### src/hw/rtl/iocu_pkg.sv
`timescale 1ns / 1ps
// ----------------------------------------------------------------------------
// iocu_pkg
// shared types, codes and constants of the on/off cycler
// ----------------------------------------------------------------------------
package iocu_pkg;

    localparam int TIME_BITS = 32;
    localparam int DATA_W    = 32;
    localparam int MODE_W    = 3;
    localparam int PCT_W     = 7;
    localparam int ADDR_W    = 5;
    localparam int REG_IDX_W = 3;
    localparam int ELAP_W    = (TIME_BITS > DATA_W) ? TIME_BITS : DATA_W;
    localparam int PROD_W    = DATA_W + PCT_W;
    localparam int CNT_W     = 3;

    localparam logic [PCT_W-1:0]  PCT_FULL      = 7'd100;
    localparam logic [DATA_W-1:0] DATA_MAX      = {DATA_W{1'b1}};
    localparam logic [DATA_W-1:0] CFG_LEN_RESET = 32'd1000;
    localparam logic [CNT_W-1:0]  DIV_LAST      = CNT_W'(PCT_W - 1);

    localparam logic [MODE_W-1:0] MODE_UPDATE   = 3'd0;
    localparam logic [MODE_W-1:0] MODE_AUTO_ON  = 3'd1;
    localparam logic [MODE_W-1:0] MODE_AUTO_OFF = 3'd2;
    localparam logic [MODE_W-1:0] MODE_TOGGLE   = 3'd3;
    localparam logic [MODE_W-1:0] MODE_SET_EN   = 3'd4;

    localparam logic [REG_IDX_W-1:0] REG_TRIG    = 3'd0;
    localparam logic [REG_IDX_W-1:0] REG_PUMP    = 3'd1;
    localparam logic [REG_IDX_W-1:0] REG_ON_MS   = 3'd2;
    localparam logic [REG_IDX_W-1:0] REG_OFF_MS  = 3'd3;
    localparam logic [REG_IDX_W-1:0] REG_ON_MM   = 3'd4;
    localparam logic [REG_IDX_W-1:0] REG_OFF_MM  = 3'd5;

    localparam int REL_L = 0;
    localparam int REL_C = 1;
    localparam int REL_R = 2;
    localparam int REL_P = 3;

    typedef struct packed {
        logic              trig_dist;
        logic              drive_pump;
        logic [DATA_W-1:0] on_ms;
        logic [DATA_W-1:0] off_ms;
        logic [DATA_W-1:0] on_mm;
        logic [DATA_W-1:0] off_mm;
    } t_cfg;

    typedef struct packed {
        logic load;
        logic exec;
        logic mul;
        logic div_step;
        logic prog_wr;
        logic out_load;
    } t_cmd;

    typedef struct packed {
        logic need_prog;
    } t_status;

    typedef struct packed {
        logic [3:0]       relays;
        logic             phase_on;
        logic             auto_active;
        logic [PCT_W-1:0] progress_pct;
    } t_result;

endpackage

### src/hw/rtl/iocu_in_if.sv
`timescale 1ns / 1ps
// ----------------------------------------------------------------------------
// iocu_in_if
// event channel: mode, timestamp, odometer and sprayer enables
// ----------------------------------------------------------------------------
interface iocu_in_if;
    import iocu_pkg::*;

    logic              valid;
    logic              ready;
    logic [MODE_W-1:0] mode;
    logic [DATA_W-1:0] now_ms;
    logic [DATA_W-1:0] total_distance_mm;
    logic              enable_left;
    logic              enable_center;
    logic              enable_right;

    modport source (
        output valid, mode, now_ms, total_distance_mm,
               enable_left, enable_center, enable_right,
        input  ready
    );
    modport sink (
        input  valid, mode, now_ms, total_distance_mm,
               enable_left, enable_center, enable_right,
        output ready
    );
endinterface

### src/hw/rtl/iocu_out_if.sv
`timescale 1ns / 1ps
// ----------------------------------------------------------------------------
// iocu_out_if
// result channel: relay states, phase, auto flag and progress
// ----------------------------------------------------------------------------
interface iocu_out_if;
    import iocu_pkg::*;

    logic             valid;
    logic             ready;
    logic             relay_left;
    logic             relay_center;
    logic             relay_right;
    logic             relay_pump;
    logic             phase_on;
    logic             auto_active;
    logic [PCT_W-1:0] progress_pct;

    modport source (
        output valid, relay_left, relay_center, relay_right, relay_pump,
               phase_on, auto_active, progress_pct,
        input  ready
    );
    modport sink (
        input  valid, relay_left, relay_center, relay_right, relay_pump,
               phase_on, auto_active, progress_pct,
        output ready
    );
endinterface

### src/hw/rtl/iocu_regs.sv
`timescale 1ns / 1ps
// ----------------------------------------------------------------------------
// iocu_regs
// apb register file for trigger source, relay target and phase lengths
// ----------------------------------------------------------------------------
module iocu_regs (
    input  logic                      i_clk,
    input  logic                      i_rst_n,
    input  logic                      psel,
    input  logic                      penable,
    input  logic                      pwrite,
    input  logic [iocu_pkg::ADDR_W-1:0] paddr,
    input  logic [iocu_pkg::DATA_W-1:0] pwdata,
    output logic [iocu_pkg::DATA_W-1:0] prdata,
    output logic                      pready,
    output iocu_pkg::t_cfg            o_cfg
);
    import iocu_pkg::*;

    t_cfg                 r_cfg;
    logic                 w_wr;
    logic [REG_IDX_W-1:0] w_idx;

    assign pready = 1'b1;
    assign w_wr   = psel && penable && pwrite;
    assign w_idx  = paddr[ADDR_W-1:2];
    assign o_cfg  = r_cfg;

    always_ff @(posedge i_clk) begin
        if (!i_rst_n) begin
            r_cfg.trig_dist  <= 1'b0;
            r_cfg.drive_pump <= 1'b0;
            r_cfg.on_ms      <= CFG_LEN_RESET;
            r_cfg.off_ms     <= CFG_LEN_RESET;
            r_cfg.on_mm      <= CFG_LEN_RESET;
            r_cfg.off_mm     <= CFG_LEN_RESET;
        end else if (w_wr) begin
            unique case (w_idx)
                REG_TRIG:   r_cfg.trig_dist  <= pwdata[0];
                REG_PUMP:   r_cfg.drive_pump <= pwdata[0];
                REG_ON_MS:  r_cfg.on_ms      <= pwdata;
                REG_OFF_MS: r_cfg.off_ms     <= pwdata;
                REG_ON_MM:  r_cfg.on_mm      <= pwdata;
                REG_OFF_MM: r_cfg.off_mm     <= pwdata;
                default: begin
                end
            endcase
        end
    end

    always_comb begin
        unique case (w_idx)
            REG_TRIG:   prdata = DATA_W'(r_cfg.trig_dist);
            REG_PUMP:   prdata = DATA_W'(r_cfg.drive_pump);
            REG_ON_MS:  prdata = r_cfg.on_ms;
            REG_OFF_MS: prdata = r_cfg.off_ms;
            REG_ON_MM:  prdata = r_cfg.on_mm;
            REG_OFF_MM: prdata = r_cfg.off_mm;
            default:    prdata = '0;
        endcase
    end

endmodule

### src/hw/rtl/iocu_ctrl.sv
`timescale 1ns / 1ps
// ----------------------------------------------------------------------------
// iocu_ctrl
// sequencer: event execute, progress multiply, serial divide, result hand-off
// ----------------------------------------------------------------------------
module iocu_ctrl (
    input  logic               i_clk,
    input  logic               i_rst_n,
    input  logic               i_in_valid,
    output logic               o_in_ready,
    output logic               o_out_valid,
    input  logic               i_out_ready,
    input  iocu_pkg::t_status  i_status,
    output iocu_pkg::t_cmd     o_cmd
);
    import iocu_pkg::*;

    typedef enum logic [5:0] {
        S_IDLE = 6'b000001,
        S_EXEC = 6'b000010,
        S_MUL  = 6'b000100,
        S_DIV  = 6'b001000,
        S_PROG = 6'b010000,
        S_DONE = 6'b100000
    } t_state;

    t_state           r_state, n_state;
    logic [CNT_W-1:0] r_cnt, n_cnt;
    logic             r_out_valid, n_out_valid;
    t_cmd             w_cmd;

    always_comb begin
        n_state = r_state;
        n_cnt   = r_cnt;
        w_cmd   = '0;
        unique case (r_state)
            S_IDLE: begin
                if (i_in_valid) begin
                    w_cmd.load = 1'b1;
                    n_state    = S_EXEC;
                end
            end
            S_EXEC: begin
                w_cmd.exec = 1'b1;
                n_state    = i_status.need_prog ? S_MUL : S_DONE;
            end
            S_MUL: begin
                w_cmd.mul = 1'b1;
                n_cnt     = '0;
                n_state   = S_DIV;
            end
            S_DIV: begin
                w_cmd.div_step = 1'b1;
                n_cnt          = r_cnt + 1'b1;
                if (r_cnt == DIV_LAST) begin
                    n_state = S_PROG;
                end
            end
            S_PROG: begin
                w_cmd.prog_wr = 1'b1;
                n_state       = S_DONE;
            end
            S_DONE: begin
                if (!r_out_valid || i_out_ready) begin
                    w_cmd.out_load = 1'b1;
                    n_state        = S_IDLE;
                end
            end
            default: n_state = S_IDLE;
        endcase
    end

    always_comb begin
        n_out_valid = r_out_valid;
        if (w_cmd.out_load) begin
            n_out_valid = 1'b1;
        end else if (i_out_ready) begin
            n_out_valid = 1'b0;
        end
    end

    always_ff @(posedge i_clk) begin
        if (!i_rst_n) begin
            r_state     <= S_IDLE;
            r_cnt       <= '0;
            r_out_valid <= 1'b0;
        end else begin
            r_state     <= n_state;
            r_cnt       <= n_cnt;
            r_out_valid <= n_out_valid;
        end
    end

    assign o_in_ready  = (r_state == S_IDLE);
    assign o_out_valid = r_out_valid;
    assign o_cmd       = w_cmd;

endmodule

### src/hw/rtl/iocu_dp.sv
`timescale 1ns / 1ps
// ----------------------------------------------------------------------------
// iocu_dp
// cycle state, phase switching, relay drive and restoring percent divider
// ----------------------------------------------------------------------------
module iocu_dp (
    input  logic                          i_clk,
    input  logic                          i_rst_n,
    input  iocu_pkg::t_cmd                i_cmd,
    input  iocu_pkg::t_cfg                i_cfg,
    input  logic [iocu_pkg::MODE_W-1:0]   i_mode,
    input  logic [iocu_pkg::DATA_W-1:0]   i_now_ms,
    input  logic [iocu_pkg::DATA_W-1:0]   i_total_distance_mm,
    input  logic [2:0]                    i_enables,
    output iocu_pkg::t_status             o_status,
    output iocu_pkg::t_result             o_result
);
    import iocu_pkg::*;

    function automatic logic [3:0] drive(input logic [3:0] rel, input logic [2:0] en,
                                         input logic pump, input logic ph);
        logic [3:0] res;
        res = rel;
        if (!pump) begin
            if (en[0]) res[REL_L] = ph;
            if (en[1]) res[REL_C] = ph;
            if (en[2]) res[REL_R] = ph;
        end else begin
            res[REL_P] = ph;
        end
        return res;
    endfunction

    // latched event
    logic [MODE_W-1:0]    r_mode;
    logic [TIME_BITS-1:0] r_now;
    logic [DATA_W-1:0]    r_odo;
    logic [2:0]           r_en_in;

    // cycle state
    logic                 r_auto, n_auto;
    logic                 r_phase, n_phase;
    logic [TIME_BITS-1:0] r_start, n_start;
    logic [DATA_W-1:0]    r_last, n_last;
    logic [DATA_W-1:0]    r_acc, n_acc;
    logic [2:0]           r_en, n_en;
    logic [3:0]           r_relay, n_relay;
    logic [PCT_W-1:0]     r_prog;

    // progress unit
    logic [DATA_W-1:0]    r_val, n_val;
    logic [DATA_W-1:0]    r_tgt, n_tgt;
    logic [PROD_W-1:0]    r_rem;
    logic [PROD_W-1:0]    r_div;
    logic [PCT_W-1:0]     r_q;
    logic                 r_sat;
    t_result              r_out;

    logic [TIME_BITS-1:0] w_elapsed;
    logic [DATA_W-1:0]    w_tgt_ms, w_tgt_mm, w_delta;
    logic [DATA_W:0]      w_sum;
    logic [DATA_W-1:0]    w_sum_sat;
    logic                 w_set_on;
    logic                 w_ge;

    assign w_tgt_ms  = r_phase ? i_cfg.on_ms : i_cfg.off_ms;
    assign w_tgt_mm  = r_phase ? i_cfg.on_mm : i_cfg.off_mm;
    assign w_elapsed = r_now - r_start;
    assign w_delta   = r_odo - r_last;
    assign w_sum     = {1'b0, r_acc} + {1'b0, w_delta};
    assign w_sum_sat = w_sum[DATA_W] ? DATA_MAX : w_sum[DATA_W-1:0];
    assign w_set_on  = (r_mode == MODE_AUTO_ON) ? 1'b1 :
                       (r_mode == MODE_TOGGLE)  ? ~r_auto : 1'b0;

    always_comb begin
        n_auto  = r_auto;
        n_phase = r_phase;
        n_start = r_start;
        n_last  = r_last;
        n_acc   = r_acc;
        n_en    = r_en;
        n_relay = r_relay;
        n_val   = r_val;
        n_tgt   = r_tgt;
        w_ge    = 1'b0;
        unique case (r_mode)
            MODE_UPDATE: begin
                if (!r_auto) begin
                    if (r_phase) begin
                        n_phase = 1'b0;
                        n_relay = drive(r_relay, r_en, i_cfg.drive_pump, 1'b0);
                    end
                end else if (!i_cfg.trig_dist) begin
                    w_ge  = ELAP_W'(w_elapsed) >= ELAP_W'(w_tgt_ms);
                    n_tgt = w_tgt_ms;
                    if (w_ge) begin
                        n_start = r_now;
                        n_phase = ~r_phase;
                        n_relay = drive(r_relay, r_en, i_cfg.drive_pump, ~r_phase);
                        n_val   = '0;
                    end else begin
                        n_val = DATA_W'(w_elapsed);
                    end
                end else begin
                    w_ge   = w_sum_sat >= w_tgt_mm;
                    n_tgt  = w_tgt_mm;
                    n_last = r_odo;
                    if (w_ge) begin
                        n_acc   = '0;
                        n_phase = ~r_phase;
                        n_relay = drive(r_relay, r_en, i_cfg.drive_pump, ~r_phase);
                        n_val   = '0;
                    end else begin
                        n_acc = w_sum_sat;
                        n_val = w_sum_sat;
                    end
                end
            end
            MODE_AUTO_ON, MODE_AUTO_OFF, MODE_TOGGLE: begin
                n_auto = w_set_on;
                if (w_set_on) begin
                    n_start = r_now;
                    n_last  = r_odo;
                    n_acc   = '0;
                end
                n_phase = w_set_on;
                n_relay = drive(r_relay, r_en, i_cfg.drive_pump, w_set_on);
            end
            MODE_SET_EN: begin
                n_en = r_en_in;
                if (r_auto && !i_cfg.drive_pump) begin
                    n_relay[REL_L] = r_phase && r_en_in[0];
                    n_relay[REL_C] = r_phase && r_en_in[1];
                    n_relay[REL_R] = r_phase && r_en_in[2];
                end
            end
            default: begin
            end
        endcase
    end

    assign o_status.need_prog = (r_mode == MODE_UPDATE) && r_auto;

    always_ff @(posedge i_clk) begin
        if (i_cmd.load) begin
            r_mode  <= i_mode;
            r_now   <= TIME_BITS'(i_now_ms);
            r_odo   <= i_total_distance_mm;
            r_en_in <= i_enables;
        end
        if (i_cmd.exec) begin
            r_val <= n_val;
            r_tgt <= n_tgt;
        end
        if (i_cmd.mul) begin
            r_rem <= PROD_W'(r_val) * PROD_W'(PCT_FULL);
            r_div <= PROD_W'({r_tgt, {(PCT_W-1){1'b0}}});
            r_sat <= (r_tgt == '0) || (r_val >= r_tgt);
            r_q   <= '0;
        end else if (i_cmd.div_step) begin
            if (r_rem >= r_div) begin
                r_rem <= r_rem - r_div;
                r_q   <= {r_q[PCT_W-2:0], 1'b1};
            end else begin
                r_q   <= {r_q[PCT_W-2:0], 1'b0};
            end
            r_div <= r_div >> 1;
        end
        if (i_cmd.out_load) begin
            r_out.relays       <= r_relay;
            r_out.phase_on     <= r_phase;
            r_out.auto_active  <= r_auto;
            r_out.progress_pct <= r_prog;
        end
    end

    always_ff @(posedge i_clk) begin
        if (!i_rst_n) begin
            r_auto  <= 1'b0;
            r_phase <= 1'b0;
            r_start <= '0;
            r_last  <= '0;
            r_acc   <= '0;
            r_en    <= '0;
            r_relay <= '0;
            r_prog  <= '0;
        end else begin
            if (i_cmd.exec) begin
                r_auto  <= n_auto;
                r_phase <= n_phase;
                r_start <= n_start;
                r_last  <= n_last;
                r_acc   <= n_acc;
                r_en    <= n_en;
                r_relay <= n_relay;
            end
            if (i_cmd.prog_wr) begin
                r_prog <= r_sat ? PCT_FULL : r_q;
            end
        end
    end

    assign o_result = r_out;

endmodule

### src/hw/rtl/intermittent_on_off_cycler_unit.sv
`timescale 1ns / 1ps
// ----------------------------------------------------------------------------
// intermittent_on_off_cycler_unit
// asymmetric on/off cycle timer, switching by time or by distance
// ----------------------------------------------------------------------------
// events enter on i_in (valid/ready); each event gives exactly one result
// beat on o_out. the user must write settings over the apb port only while
// idle; the block itself does not enforce it. one event at a time: ready is
// high only while the sequencer is idle. an update with auto cycling active
// passes execute, multiply by 100, seven divide steps of the restoring
// divider, progress write and hand-off before it reaches the result register;
// every other event passes only execute and hand-off.
// the result sits in an output register: the sequencer goes back to idle
// and takes the next event while that beat waits, and only stalls in its
// hand-off step when a second result is ready before the first is taken.
// synchronous active-low reset clears the cycle state, relays and progress,
// loads the settings defaults (time trigger, sprayer relays, 1000 ms and
// 1000 mm for both phases) and empties the output register.
// ----------------------------------------------------------------------------
module intermittent_on_off_cycler_unit (
    input  logic                          i_clk,
    input  logic                          i_rst_n,
    iocu_in_if.sink                       i_in,
    iocu_out_if.source                    o_out,
    input  logic                          psel,
    input  logic                          penable,
    input  logic                          pwrite,
    input  logic [iocu_pkg::ADDR_W-1:0]   paddr,
    input  logic [iocu_pkg::DATA_W-1:0]   pwdata,
    output logic [iocu_pkg::DATA_W-1:0]   prdata,
    output logic                          pready
);
    import iocu_pkg::*;

    t_cfg    w_cfg;
    t_cmd    w_cmd;
    t_status w_status;
    t_result w_result;
    logic    w_in_ready;
    logic    w_out_valid;

    iocu_regs u_regs (
        .i_clk   (i_clk),
        .i_rst_n (i_rst_n),
        .psel    (psel),
        .penable (penable),
        .pwrite  (pwrite),
        .paddr   (paddr),
        .pwdata  (pwdata),
        .prdata  (prdata),
        .pready  (pready),
        .o_cfg   (w_cfg)
    );

    iocu_ctrl u_ctrl (
        .i_clk       (i_clk),
        .i_rst_n     (i_rst_n),
        .i_in_valid  (i_in.valid),
        .o_in_ready  (w_in_ready),
        .o_out_valid (w_out_valid),
        .i_out_ready (o_out.ready),
        .i_status    (w_status),
        .o_cmd       (w_cmd)
    );

    iocu_dp u_dp (
        .i_clk               (i_clk),
        .i_rst_n             (i_rst_n),
        .i_cmd               (w_cmd),
        .i_cfg               (w_cfg),
        .i_mode              (i_in.mode),
        .i_now_ms            (i_in.now_ms),
        .i_total_distance_mm (i_in.total_distance_mm),
        .i_enables           ({i_in.enable_right, i_in.enable_center, i_in.enable_left}),
        .o_status            (w_status),
        .o_result            (w_result)
    );

    assign i_in.ready         = w_in_ready;
    assign o_out.valid        = w_out_valid;
    assign o_out.relay_left   = w_result.relays[REL_L];
    assign o_out.relay_center = w_result.relays[REL_C];
    assign o_out.relay_right  = w_result.relays[REL_R];
    assign o_out.relay_pump   = w_result.relays[REL_P];
    assign o_out.phase_on     = w_result.phase_on;
    assign o_out.auto_active  = w_result.auto_active;
    assign o_out.progress_pct = w_result.progress_pct;

    a_pct_range: assert property (@(posedge i_clk) disable iff (!i_rst_n)
        o_out.valid |-> (o_out.progress_pct <= PCT_FULL))
        else $error("progress above full scale");

    a_one_at_a_time: assert property (@(posedge i_clk) disable iff (!i_rst_n)
        (i_in.valid && i_in.ready) |=> !i_in.ready)
        else $error("event accepted while previous one in flight");

    a_phase_needs_auto: assert property (@(posedge i_clk) disable iff (!i_rst_n)
        (o_out.valid && !o_out.auto_active) |-> !o_out.phase_on)
        else $error("on phase reported with auto cycling off");

    a_load_into_free_reg: assert property (@(posedge i_clk) disable iff (!i_rst_n)
        w_cmd.out_load |-> (!o_out.valid || o_out.ready))
        else $error("result register overwritten before taken");

endmodule

### src/flat_wrapper.sv
// flat-port wrapper written by rule: the top's interface ports become plain ports
module intermittent_on_off_cycler_unit_flat import iocu_pkg::*;
  (i_clk, i_rst_n, psel, penable, pwrite, paddr, pwdata, prdata, pready, i_in_valid, i_in_mode, i_in_now_ms, i_in_total_distance_mm, i_in_enable_left, i_in_enable_center, i_in_enable_right, i_in_ready, o_out_valid, o_out_relay_left, o_out_relay_center, o_out_relay_right, o_out_relay_pump, o_out_phase_on, o_out_auto_active, o_out_progress_pct, o_out_ready);
  iocu_in_if i_in_i ();
  iocu_out_if o_out_i ();
  input  logic i_clk;
  input  logic i_rst_n;
  input  logic psel;
  input  logic penable;
  input  logic pwrite;
  input  logic [iocu_pkg::ADDR_W-1:0] paddr;
  input  logic [iocu_pkg::DATA_W-1:0] pwdata;
  output logic [iocu_pkg::DATA_W-1:0] prdata;
  output logic pready;
  input wire logic [$bits(i_in_i.valid)-1:0] i_in_valid;
  input wire logic [$bits(i_in_i.mode)-1:0] i_in_mode;
  input wire logic [$bits(i_in_i.now_ms)-1:0] i_in_now_ms;
  input wire logic [$bits(i_in_i.total_distance_mm)-1:0] i_in_total_distance_mm;
  input wire logic [$bits(i_in_i.enable_left)-1:0] i_in_enable_left;
  input wire logic [$bits(i_in_i.enable_center)-1:0] i_in_enable_center;
  input wire logic [$bits(i_in_i.enable_right)-1:0] i_in_enable_right;
  output wire logic [$bits(i_in_i.ready)-1:0] i_in_ready;
  output wire logic [$bits(o_out_i.valid)-1:0] o_out_valid;
  output wire logic [$bits(o_out_i.relay_left)-1:0] o_out_relay_left;
  output wire logic [$bits(o_out_i.relay_center)-1:0] o_out_relay_center;
  output wire logic [$bits(o_out_i.relay_right)-1:0] o_out_relay_right;
  output wire logic [$bits(o_out_i.relay_pump)-1:0] o_out_relay_pump;
  output wire logic [$bits(o_out_i.phase_on)-1:0] o_out_phase_on;
  output wire logic [$bits(o_out_i.auto_active)-1:0] o_out_auto_active;
  output wire logic [$bits(o_out_i.progress_pct)-1:0] o_out_progress_pct;
  input wire logic [$bits(o_out_i.ready)-1:0] o_out_ready;
  assign i_in_i.valid = i_in_valid;
  assign i_in_i.mode = i_in_mode;
  assign i_in_i.now_ms = i_in_now_ms;
  assign i_in_i.total_distance_mm = i_in_total_distance_mm;
  assign i_in_i.enable_left = i_in_enable_left;
  assign i_in_i.enable_center = i_in_enable_center;
  assign i_in_i.enable_right = i_in_enable_right;
  assign i_in_ready = i_in_i.ready;
  assign o_out_valid = o_out_i.valid;
  assign o_out_relay_left = o_out_i.relay_left;
  assign o_out_relay_center = o_out_i.relay_center;
  assign o_out_relay_right = o_out_i.relay_right;
  assign o_out_relay_pump = o_out_i.relay_pump;
  assign o_out_phase_on = o_out_i.phase_on;
  assign o_out_auto_active = o_out_i.auto_active;
  assign o_out_progress_pct = o_out_i.progress_pct;
  assign o_out_i.ready = o_out_ready;
  intermittent_on_off_cycler_unit u_core (.i_clk(i_clk), .i_rst_n(i_rst_n), .i_in(i_in_i), .o_out(o_out_i), .psel(psel), .penable(penable), .pwrite(pwrite), .paddr(paddr), .pwdata(pwdata), .prdata(prdata), .pready(pready));
endmodule
### config.mk
export PLATFORM = sky130hd
export DESIGN_NAME = intermittent_on_off_cycler_unit_flat
export DESIGN_NICKNAME = d
export VERILOG_FILES = /design/src/hw/rtl/iocu_pkg.sv /design/src/hw/rtl/iocu_in_if.sv /design/src/hw/rtl/iocu_out_if.sv /design/src/hw/rtl/iocu_regs.sv /design/src/hw/rtl/iocu_ctrl.sv /design/src/hw/rtl/iocu_dp.sv /design/src/hw/rtl/intermittent_on_off_cycler_unit.sv /design/src/flat_wrapper.sv
export SDC_FILE = /design/constraint.sdc
export NUM_CORES = 1
export LEC_CHECK = 0
export BUFFER_PORTS_ARGS = -buffer_cell sky130_fd_sc_hd__buf_2
export CAP_MARGIN = 10
export CORE_MARGIN = 10
export CORE_UTILIZATION = 35
export DETAILED_ROUTE_END_ITERATION = 8
export PLACE_DENSITY = 0.55
export SLEW_MARGIN = 40
export SYNTH_ARGS = -nofsm -noshare
export SYNTH_HDL_FRONTEND = slang
export SYNTH_SLANG_ARGS = --single-unit
### constraint.sdc
create_clock -name i_clk -period 9.4 [get_ports i_clk]
set_clock_uncertainty 0.2 [all_clocks]
set_input_delay 1.88 -clock i_clk [delete_from_list [all_inputs] [get_ports i_clk]]
set_output_delay 1.88 -clock i_clk [all_outputs]
set_load 0.01 [all_outputs]
==> impl_metrics.tcl <==
set metrics [dict create \
    status "complete, no violations" \
    crit_required_ns 9.73 \
    cts_tree "done" \
    largest_register_ff_count 130 \
    rows 110 \
    gate_count_after_technology_mapping 3474 \
    insertion_delay_ns 0.66 \
    coreArea_sq_mm 0.0901 \
    power.leakage_nw 14.8 \
    postSynthNetCount 3950 \
    cts-buffers-inserted 57 \
    number_of_maximum_capacitance_violations 0 \
    fill_cells 9047 \
    mappedNetlistArea_sq_mm 0.0318 \
    port_buffers 158 \
    cts.clk_slew.worst_paths_ns 0.06 \
    crit_start_category "flop" \
    timing_worst_setup_path_type "flop to flop" \
    cp_slowest_stage_delay_ns 0.55 \
    grt_pass1_wl_microns 143000 \
    placed_area_sq_mm 0.0338 \
    r2r_start "u_core.u_dp.r_odo[0]" \
    synth.yosys.warnings 0 \
    worst-r2r-setup-slack_ns 1.49 \
    postSynthRegisterBits 484 \
    fin_ws_ns 1.49 \
    max_freq_mhz 126 \
    timing.final.crit_share_pct 84.1 \
    ys_seq_area_share_pct 37.3 \
    post_cts_resize_count 0 \
    number_of_global_route_vias_before_repair 24300 \
    critical_path_source "u_core.u_dp.r_odo[0]" \
    critPathCapture "u_core.u_dp.r_relay[0]" \
    pin_count_of_the_biggest_net_entering_global_routing 85 \
    critical_path.max_fanout 25 \
    layout.nets 4051 \
    routed_via_density 5.23 \
    grt_setup_unrepaired "no" \
    place_ws_ns 1.52 \
    layout.cell_area.non_filler_sq_mm 0.0359 \
    grt_overflow_total 0 \
    initialDrtViolationCount 1476 \
    async_flop_share_pct 0 \
    dominant_cells_by_area_after_synthesis "sky130_fd_sc_hd__edfxtp_1 20%, sky130_fd_sc_hd__dfxtp_1 17%, sky130_fd_sc_hd__ha_1 13%" \
    critical_path.endpoint_type "flop" \
    h-tree-depth 2 \
    boundaryPins 162 \
    yosys.cell_types.count 81 \
    cp.arrival_ns 8.24 \
    path_common_cell "sky130_fd_sc_hd__a21oi_1" \
    setup_viol_count_final 0 \
    routed_wirelength_normalized_by_instance_count_microns 19.3 \
    slew_violations 0 \
    hold_buffers 0 \
    normalized_max_slew_margin_pct 44.0 \
    avgSynthCellArea_sq_um 9.16 \
    grt_util_all_layers_pct 17.4 \
    setup_tns_ns 0 \
    detail_route.drc_violations 0 \
    dominantRegCellSynth "sky130_fd_sc_hd__dfxtp_1" \
    clock_path_buffers 3 \
    die_area_sq_mm 0.103 \
    area_growth_syn_to_layout_pct 12.9 \
    critical_path.reg2reg.endpoint "u_core.u_dp.r_relay[0]" \
    initial_core_util_pct 35.3 \
    layout-drive-gt1-share_pct 9.16 \
    slowest_stage "sky130_fd_sc_hd__a311oi_1" \
    finished_layout_cells 4803 \
    synth_largest_type_area_fraction_pct 20.5 \
    route.final.wire_length_microns 92500 \
    antenna_found_initial 6 \
    report.final.hold_viol_count 0 \
    drt_pre_antenna_iters 5 \
    hold_class "flop to flop" \
    cts_root_buffer "sky130_fd_sc_hd__clkbuf_16" \
    routabilityCongestion 0.907 \
    holdWs_ns 0.221 \
    numPlacedInstances 4692 \
    maximum_ir_drop_on_the_vdd_rail_mv 0.137 \
    netlist.top_cell.by_area "sky130_fd_sc_hd__edfxtp_1" \
    worstMarginPinSlew_ns 0.839 \
    die_h_microns 322 \
    cts.sinks 484 \
    vias 25100 \
    worst_r2r_path_depth 33 \
    synth_edf_count 217 \
    cts_setup_buffers 0 \
    dp_hpwl_microns 69900 \
    post-route-min-period_ns 7.91 \
    die_w_microns 322 \
    postRouteAntennaNets 0 \
    cellPowerDensity_mw_per_mm2 152 \
]
## per-layer routing
metal / GRT usage [%] / up-vias / wire (microns)
met2: 30.3 / 475 / 44700
met3: 2.45 / 119 / 3820
met1: 22.1 / 11900 / 41300
met5: 0 / - / 41
li1: - / 12600 / -
met4: 5.25 / 6 / 2630
## how the worst min path moves through the flow
stage,slack (ns),to,depth (start not counted),from
floorplan,0.20,u_core.u_dp.o_result[2],0,u_core.u_dp.r_prog[2]
CTS,0.22,u_core.u_dp.o_result[6],0,u_core.u_dp.r_prog[6]
global route,0.24,u_core.u_dp.o_result[6],0,u_core.u_dp.r_prog[6]
global placement,0.21,u_core.u_dp.o_result[6],0,u_core.u_dp.r_prog[6]
finish,0.22,u_core.u_dp.o_result[6],0,u_core.u_dp.r_prog[6]
detailed placement,0.21,u_core.u_dp.o_result[6],0,u_core.u_dp.r_prog[6]
## stage by stage
step / power, mW / util [%]
after floorplan: 2.87 / -
after global routing: 5.70 / 39.8
after detailed placement: 3.12 / 37.5
after global placement: 3.11 / 37.5
final: 5.46 / 39.8
after CTS: 5.53 / 39.8
## report_power, final
group,total [mW],internal [mW],switching (mW)
combinational,0.804,0.310,0.495
sequential,2.28,2.25,0.0293
clock,2.38,1.42,0.963
## Yosys cell counts (all sizes together), types with 79 or more instances
master / n
mux2i: 135
clkbuf: 129
nor2: 124
edfxtp: 217
a21oi: 199
a21boi: 142
dfxtp: 267
nand2: 483
inv: 330
a21o: 112
xnor2: 79
o21ai: 129
ha: 331
## critical path, delay by kind of cell (launching register included)
family          cells  cell delay [ns]
compound gates     17             3.82
xor+xnor            1             0.15
buf+inv             4             0.53
fa+ha+maj           4             1.32
simple gates        7             1.40
flops               1             0.36
## cell type report
type	instances	area, sq um	area share, %
multi-input combinational	2516	18300	50.8
sequential	484	11900	33.0
clock buffer	74	1630	4.53
tap	1176	1470	4.10
inverter	330	1240	3.46
timing repair buffer	186	1040	2.90
clock inverter	34	404	1.13
antenna	3	7.51	0.0209
## cell usage in the layout, fill, tap and decap left out, types with 72 or more instances in the layout
cell and count:
sky130_fd_sc_hd__a21boi_0 142, sky130_fd_sc_hd__a21o_1 112, sky130_fd_sc_hd__a21oi_1 198, sky130_fd_sc_hd__buf_2 157, sky130_fd_sc_hd__dfxtp_1 266, sky130_fd_sc_hd__edfxtp_1 217
sky130_fd_sc_hd__ha_1 331, sky130_fd_sc_hd__inv_1 327, sky130_fd_sc_hd__mux2i_1 135, sky130_fd_sc_hd__nand2_1 481, sky130_fd_sc_hd__nor2_1 121, sky130_fd_sc_hd__o21ai_0 123
sky130_fd_sc_hd__xnor2_1 79, sky130_fd_sc_hd__xor2_1 72
## logic make-up after synthesis
group,synth area share (%)
AND/OR/NAND/NOR,13.4
AO/OA/AOI/OAI,20.2
flip-flops,37.3
buffers and inverters,5.62
adder cells (fa/ha/maj),15.0
XOR/XNOR,4.16
multiplexers,4.35
other,0.0118
Power figures use the tool's default switching activity.
